### src/design/lzss_pkg.sv
// ----------------------------------------------------------------------------
// lzss_pkg
// shared constants, token phase and event codes, and the control/status
// bundles between the lzss controller and datapath
// ----------------------------------------------------------------------------
package lzss_pkg;

    localparam int BYTE_W          = 8;
    localparam int INDEX_BITS_DEF  = 13;
    localparam int LENGTH_BITS_DEF = 4;
    localparam int BREAK_EVEN_DIV  = 9;
    localparam int MAX_RESULTS     = 17;
    localparam int RES_CNT_W       = 5;
    localparam int BIT_CNT_W       = 4;

    // token phase
    localparam logic [1:0] PH_FLAG     = 2'd0;
    localparam logic [1:0] PH_LITERAL  = 2'd1;
    localparam logic [1:0] PH_POSITION = 2'd2;
    localparam logic [1:0] PH_LENGTH   = 2'd3;

    // what the current bit completes
    localparam logic [1:0] EV_NONE    = 2'd0;
    localparam logic [1:0] EV_LITERAL = 2'd1;
    localparam logic [1:0] EV_ENDMARK = 2'd2;
    localparam logic [1:0] EV_MATCH   = 2'd3;

    typedef struct packed {
        logic clear_en;
        logic accept;
        logic bit_step;
        logic copy_rd;
        logic copy_wr;
        logic flush;
    } lzss_cmd_t;

    typedef struct packed {
        logic       clear_done;
        logic       finished;
        logic       pending_nz;
        logic       budget_ok;
        logic       bits_left;
        logic       last_bit;
        logic       bit_push_ok;
        logic       push_ok;
        logic       copy_more;
        logic       flush_ok;
        logic [1:0] evt;
    } lzss_status_t;

endpackage

### src/design/lzss_ctrl.sv
// ----------------------------------------------------------------------------
// lzss_ctrl
// sequencer: window clear sweep, one bit per cycle while the output takes results, copy read/write pairs
// ----------------------------------------------------------------------------
module lzss_ctrl
(
    input  logic                   clk,
    input  logic                   rst_n,
    input  logic                   in_valid,
    output logic                   in_ready,
    input  lzss_pkg::lzss_status_t st,
    output lzss_pkg::lzss_cmd_t    cmd
);

    localparam logic [2:0] S_CLEAR   = 3'd0;
    localparam logic [2:0] S_IDLE    = 3'd1;
    localparam logic [2:0] S_BIT     = 3'd2;
    localparam logic [2:0] S_COPY_RD = 3'd3;
    localparam logic [2:0] S_COPY_WR = 3'd4;
    localparam logic [2:0] S_FLUSH   = 3'd5;

    logic [2:0] state_reg;
    logic [2:0] state_next;

    always_ff @(posedge clk or negedge rst_n)
    begin
        if (!rst_n)
        begin
            state_reg <= S_CLEAR;
        end
        else
        begin
            state_reg <= state_next;
        end
    end

    always_comb
    begin
        state_next = state_reg;
        in_ready   = 1'b0;
        cmd        = '0;
        case (state_reg)
            S_CLEAR:
            begin
                cmd.clear_en = 1'b1;
                if (st.clear_done)
                begin
                    state_next = S_IDLE;
                end
            end
            S_IDLE:
            begin
                in_ready   = 1'b1;
                cmd.accept = in_valid;
                // bytes after the end marker are taken and dropped
                if (in_valid && !st.finished)
                begin
                    state_next = st.pending_nz ? S_COPY_RD : S_BIT;
                end
            end
            S_BIT:
            begin
                if (st.bit_push_ok)
                begin
                    cmd.bit_step = 1'b1;
                    if (st.evt == lzss_pkg::EV_ENDMARK)
                    begin
                        state_next = S_FLUSH;
                    end
                    else if (st.evt == lzss_pkg::EV_MATCH && st.budget_ok)
                    begin
                        state_next = S_COPY_RD;
                    end
                    else if (st.last_bit)
                    begin
                        state_next = S_FLUSH;
                    end
                end
            end
            S_COPY_RD:
            begin
                cmd.copy_rd = 1'b1;
                state_next  = S_COPY_WR;
            end
            S_COPY_WR:
            begin
                if (st.push_ok)
                begin
                    cmd.copy_wr = 1'b1;
                    if (st.copy_more)
                    begin
                        state_next = S_COPY_RD;
                    end
                    else
                    begin
                        state_next = st.bits_left ? S_BIT : S_FLUSH;
                    end
                end
            end
            S_FLUSH:
            begin
                if (st.flush_ok)
                begin
                    cmd.flush  = 1'b1;
                    state_next = S_IDLE;
                end
            end
            default:
            begin
                state_next = S_IDLE;
            end
        endcase
    end

endmodule

### config.mk
export PLATFORM = sky130hd
export DESIGN_NAME = lzss_ctrl
export DESIGN_NICKNAME = d
export VERILOG_FILES = /design/src/design/lzss_pkg.sv /design/src/design/lzss_ctrl.sv
export SDC_FILE = /design/constraint.sdc
export NUM_CORES = 1
export LEC_CHECK = 0
export ABC_AREA = 1
export BUFFER_PORTS_ARGS = -buffer_cell sky130_fd_sc_hd__buf_2
export CORE_MARGIN = 8
export CORE_UTILIZATION = 30
export DETAILED_ROUTE_END_ITERATION = 8
export GPL_TIMING_DRIVEN = 0
export MAX_ROUTING_LAYER = met4
export PLACE_DENSITY_LB_ADDON = 0.15
export SYNTH_ARGS = -nofsm -noshare
export SYNTH_HDL_FRONTEND = slang
export SYNTH_SLANG_ARGS = --single-unit
### constraint.sdc
create_clock -name clk -period 1.65 [get_ports clk]
set_input_delay 0.33 -clock clk [delete_from_list [all_inputs] [get_ports clk]]
set_output_delay 0.33 -clock clk [all_outputs]
set_load 0.01 [all_outputs]
# [Word level (Yosys, flattened, before mapping)]
# Cells that the tools add are included.
[classes] order_cmp=0 n_addsub=0 n_reduce_logical=5 shift=0 mul=0 n_mux=22 bitwise=0 div_mod_pow=0 n_eq_ne=13
[ops] cell="2-to-1 mux 3 bit" n=10
[ops] cell="case mux 3 bit (6 select lines)" n=1
[ops] cell="2-to-1 mux 1 bit" n=11
[ops] cell="!= test 2 bit, second input constant" n=5
[ops] cell="equality test 3 x 2 -> 1 bit, second input constant" n=2
[ops] cell="equality test 3 bit, second input constant" n=2
[ops] cell="AND reduction 6 bit" n=1
[ops] cell="equality test 2 bit, second input constant" n=2
[ops] cell="!= test 4 bit, second input constant" n=1
[ops] cell="equality test 3 x 1 -> 1 bit, second input constant" n=1
[ops] cell="logical NOT 3 bit" n=1
[ops] cell="logical AND 1 bit" n=2
[ops] cell="logical NOT 1 bit" n=1
[word_totals] ram_bits=0 register_bits=3 in_bits=15 n_memories=0 output_inout_bits=7 latch_bits=0 elab_cells=41 mem_bits_ro=0

# [Logic depth before layout (Yosys ltp)]
[depth] ltp_word=6 depth_mapped=9 ltp_nobuf=8

# [Least setup slack after synthesis]
# Ideal clock, no wire load.
[synth_path] path_type="reg2out" startpoint="reg state_reg[2]" endpoint="out cmd[3] (netlist name)" stages_incl_launch_ff=5 path_slack_ps=351 path_buffers=1 arrival_time_ps=969 t_required_ps=1320 path_cell_list="dfrtp_1 > buf_6 > inv_2 > nand2_2 > nor3b_1"
[synth_lines] item="from (decl)" line="lzss_ctrl.sv:22" source="logic [2:0] state_reg;"
[synth_lines] item="from (signal assigned)" line="lzss_ctrl.sv:33" source="state_reg <= state_next;"
[synth_lines] item="to (decl)" line="lzss_ctrl.sv:12" source="output lzss_pkg::lzss_cmd_t cmd"

==> qor.yml <==
outcome:
  outcome: "finished clean"
synth:
  yosys.area.top_type: "dfrtp_1"
  synth_nets: 80
  syn_area_um2: 434.2
  synth-seq-cells: 3
  ys_top_cells_by_area: "dfrtp_1 (17%), nand2_1 (12%), nor2_4 (10%), inv_1 (8.6%), nand3_1 (6.9%)"
  synth_cell_types: 20
  synth_seq_area_share: 0.1729
  syn_avg_cell_area_um2: 6.679
  syn_inst: 65
  synth.top_cell.area_share: 0.1729
  ys.warnings.count: 0
sta:
  hold_slack_ns: 0.4202
  clock.fmax_mhz: 636.8
  tightestPinTransition_ns: 0.2652
  clock-skew-final_ns: 0.00009688
  finalHoldViolCount: 0
  finalCritPeriodShare: 0.9518
  slew_viol_final: 0
  layout_setup_ws_ns: 0.07961
  period_minus_slack_ns: 1.570
  setup_viol: 0
  fin_setup_tns_ns: 0
  slew_headroom: 0.8232
grt:
  grt_pass1_wl_mm: 1.856
  grt_pass1_vias: 447
  grt_start_max_net_pins: 9
  grt_remaining_overflow: 0
  antenna_found_initial: 0
  grt_usage: 0.08277
detailed_routing:
  first_iter_violations: 12
  wire_per_inst_um: 10.38
  drt-total-wl_mm: 1.100
  vias_per_cell: 4.585
  ant_nets: 0
  first_pass_iters: 4
  drc: 0
  vias: 486
critical_path:
  cp_slowest_stage_delay_ns: 0.33
  path_cells: "buf_6 -> inv_2 -> nor4_1 -> buf_2"
  endpoint_kind: "output pin"
  worstSetupStartpointType: "register"
  worstPathRequired_ns: 1.32
  arrival_ns: 1.24
  path_class: "register to output pin"
  r2r_cells: 6
  cp_slowest_cell: "dfrtp_1"
  crit_path_max_fanout: 8
placement:
  pre_cts_slack_ns: 0.3107
  portBuffers: 21
  dp_hpwl_um: 916.4
  gp_congestion: 0.7719
layout:
  area_delta_synth_final_pct: 38.04
  largest_reg_flops: 3
  layout-drive-gt1-share: 0.4835
  post-route-util: 0.4493
  fillers: 145
  finalNetCount: 107
  diodes: 0
die:
  core_um2: 1334
  die_h_um: 54.04
  rows: 13
  die_w_um: 54.04
  dieArea_um2: 2920
  start_util: 0.3255
  pin_count: 22
power_and_ir_drop:
  p_per_area_nw_per_um2: 1559
  vdd_drop_max_mv: 0.6161
  power_leakage_uw: 0.0003556
clock_tree:
  root_buffer: "clkbuf_4"
  clk_pin_slew_ns: 0.04
  cts_sinks: 3
  numCtsBuffers: 3
  h-tree-depth: 1
  cts_tree: "built"
  clkLatencyLatePin_ns: 0.23
  post_cts_buffers: 0
  cts_max_path_buffers: 2
job:
  maxCapViolations: 0
hold_path:
  worst_hold_path_type: "input port to register"
  whs_path_depth: 4
==> cell families (layout without fill, tap and decap cells) <==
kind of cell    Yosys count  count (layout)  synth area share
compound gates            4               4           0.06051
buf+inv                  15              41            0.1643
flops                     3               3            0.1729
simple gates             43              43            0.6023
==> layout by cell type (no fill, tap or decap), drive strengths merged <==
cell type | Yosys | layout
inv | 13 | 13
dlygate4sd3 | 0 | 1
nor3b | 1 | 1
nor3 | 1 | 1
nand3 | 8 | 8
nand3b | 2 | 2
o21ai | 1 | 1
nand4 | 1 | 1
dfrtp | 3 | 3
nand2 | 19 | 19
nor2 | 10 | 10
a21oi | 2 | 2
o21bai | 1 | 1
buf | 2 | 23
clkbuf | 0 | 4
nor4 | 1 | 1
==> Yosys cell counts <==
cell      instances
nand2_1          14
nor3b_1           1
buf_6             2
inv_2             3
nand4_2           1
o21bai_2          1
nand3b_1          1
nor2_4            4
nand3_1           6
dfrtp_1           3
a21oi_1           2
inv_1            10
nor2_1            6
nand2_4           2
o21ai_1           1
nand2_2           3
nor3_1            1
nand3_2           2
nor4_1            1
nand3b_2          1
==> report_power, final <==
part / total, uW / internal (uW) / switching, uW / leakage, uW
Sequential: 138 / 107 / 31.1 / 0.0000377
Clock: 127 / 90.5 / 36.8 / 0.0000150
Combinational: 669 / 262 / 407 / 0.000303
Total: 934 / 459 / 475 / 0.000356
==> path summary, 6_finish.rpt <==
kind | from | to | slack (ns)
max | state_reg[0]$_DFFE_PN0P_ | cmd[0] | 0.08
min | st[5] | state_reg[1]$_DFFE_PN0P_ | 0.42
max reg2reg | state_reg[1]$_DFFE_PN0P_ | state_reg[0]$_DFFE_PN0P_ | 0.47
min in group asynchronous | rst_n | state_reg[2]$_DFFE_PN0P_ | 0.44
min reg2reg | state_reg[0]$_DFFE_PN0P_ | state_reg[0]$_DFFE_PN0P_ | 0.65
max in group asynchronous | rst_n | state_reg[0]$_DFFE_PN0P_ | 1.11
==> layer usage <==
metal,share of wire,global-route usage,vias to the layer above
met5,0,-,-
met4,0,0.01230,0
met3,0.15,0.02755,0
met2,0.40,0.1139,29
met1,0.45,0.1152,202
li1,-,-,255
==> metrics by stage <==
step | total power, uW | instance area, um2 | instances
2_1_floorplan | 653.3 | 434.2 | 65
3_3_place_gp | 801.9 | 558.0 | 101
3_5_place_dp | 805.3 | 558.0 | 101
4_1_cts | 942.5 | 594.3 | 106
5_1_grt | 1032 | 599.3 | 106
6_report | 934.4 | 599.3 | 106
==> critical path, delay by kind of cell (launching register included) <==
family | cells | cell delay [ns]
buffers and inverters | 3 | 0.40
AND/OR/NAND/NOR | 1 | 0.27
flip-flops | 1 | 0.33
==> area by class of cell <==
| class | instances | area, um2 | area share |
|---|---|---|---|
| Timing Repair Buffer | 22 | 115.1 | 0.1921 |
| Clock buffer | 4 | 26.28 | 0.04384 |
| Tap cell | 15 | 18.77 | 0.03132 |
| Multi-Input combinational cell | 47 | 292.8 | 0.4885 |
| Sequential cell | 3 | 75.07 | 0.1253 |
| Inverter | 13 | 48.80 | 0.08142 |
| Buffer | 2 | 22.52 | 0.03758 |
==> repair_timing <==
action	4_1_cts	5_1_grt
endpoints found under the hold margin	3	0
gates resized for setup	0	1
hold buffers	1	0
setup endpoints to repair	0	2
No activity file was read; power rests on OpenSTA's default activity.
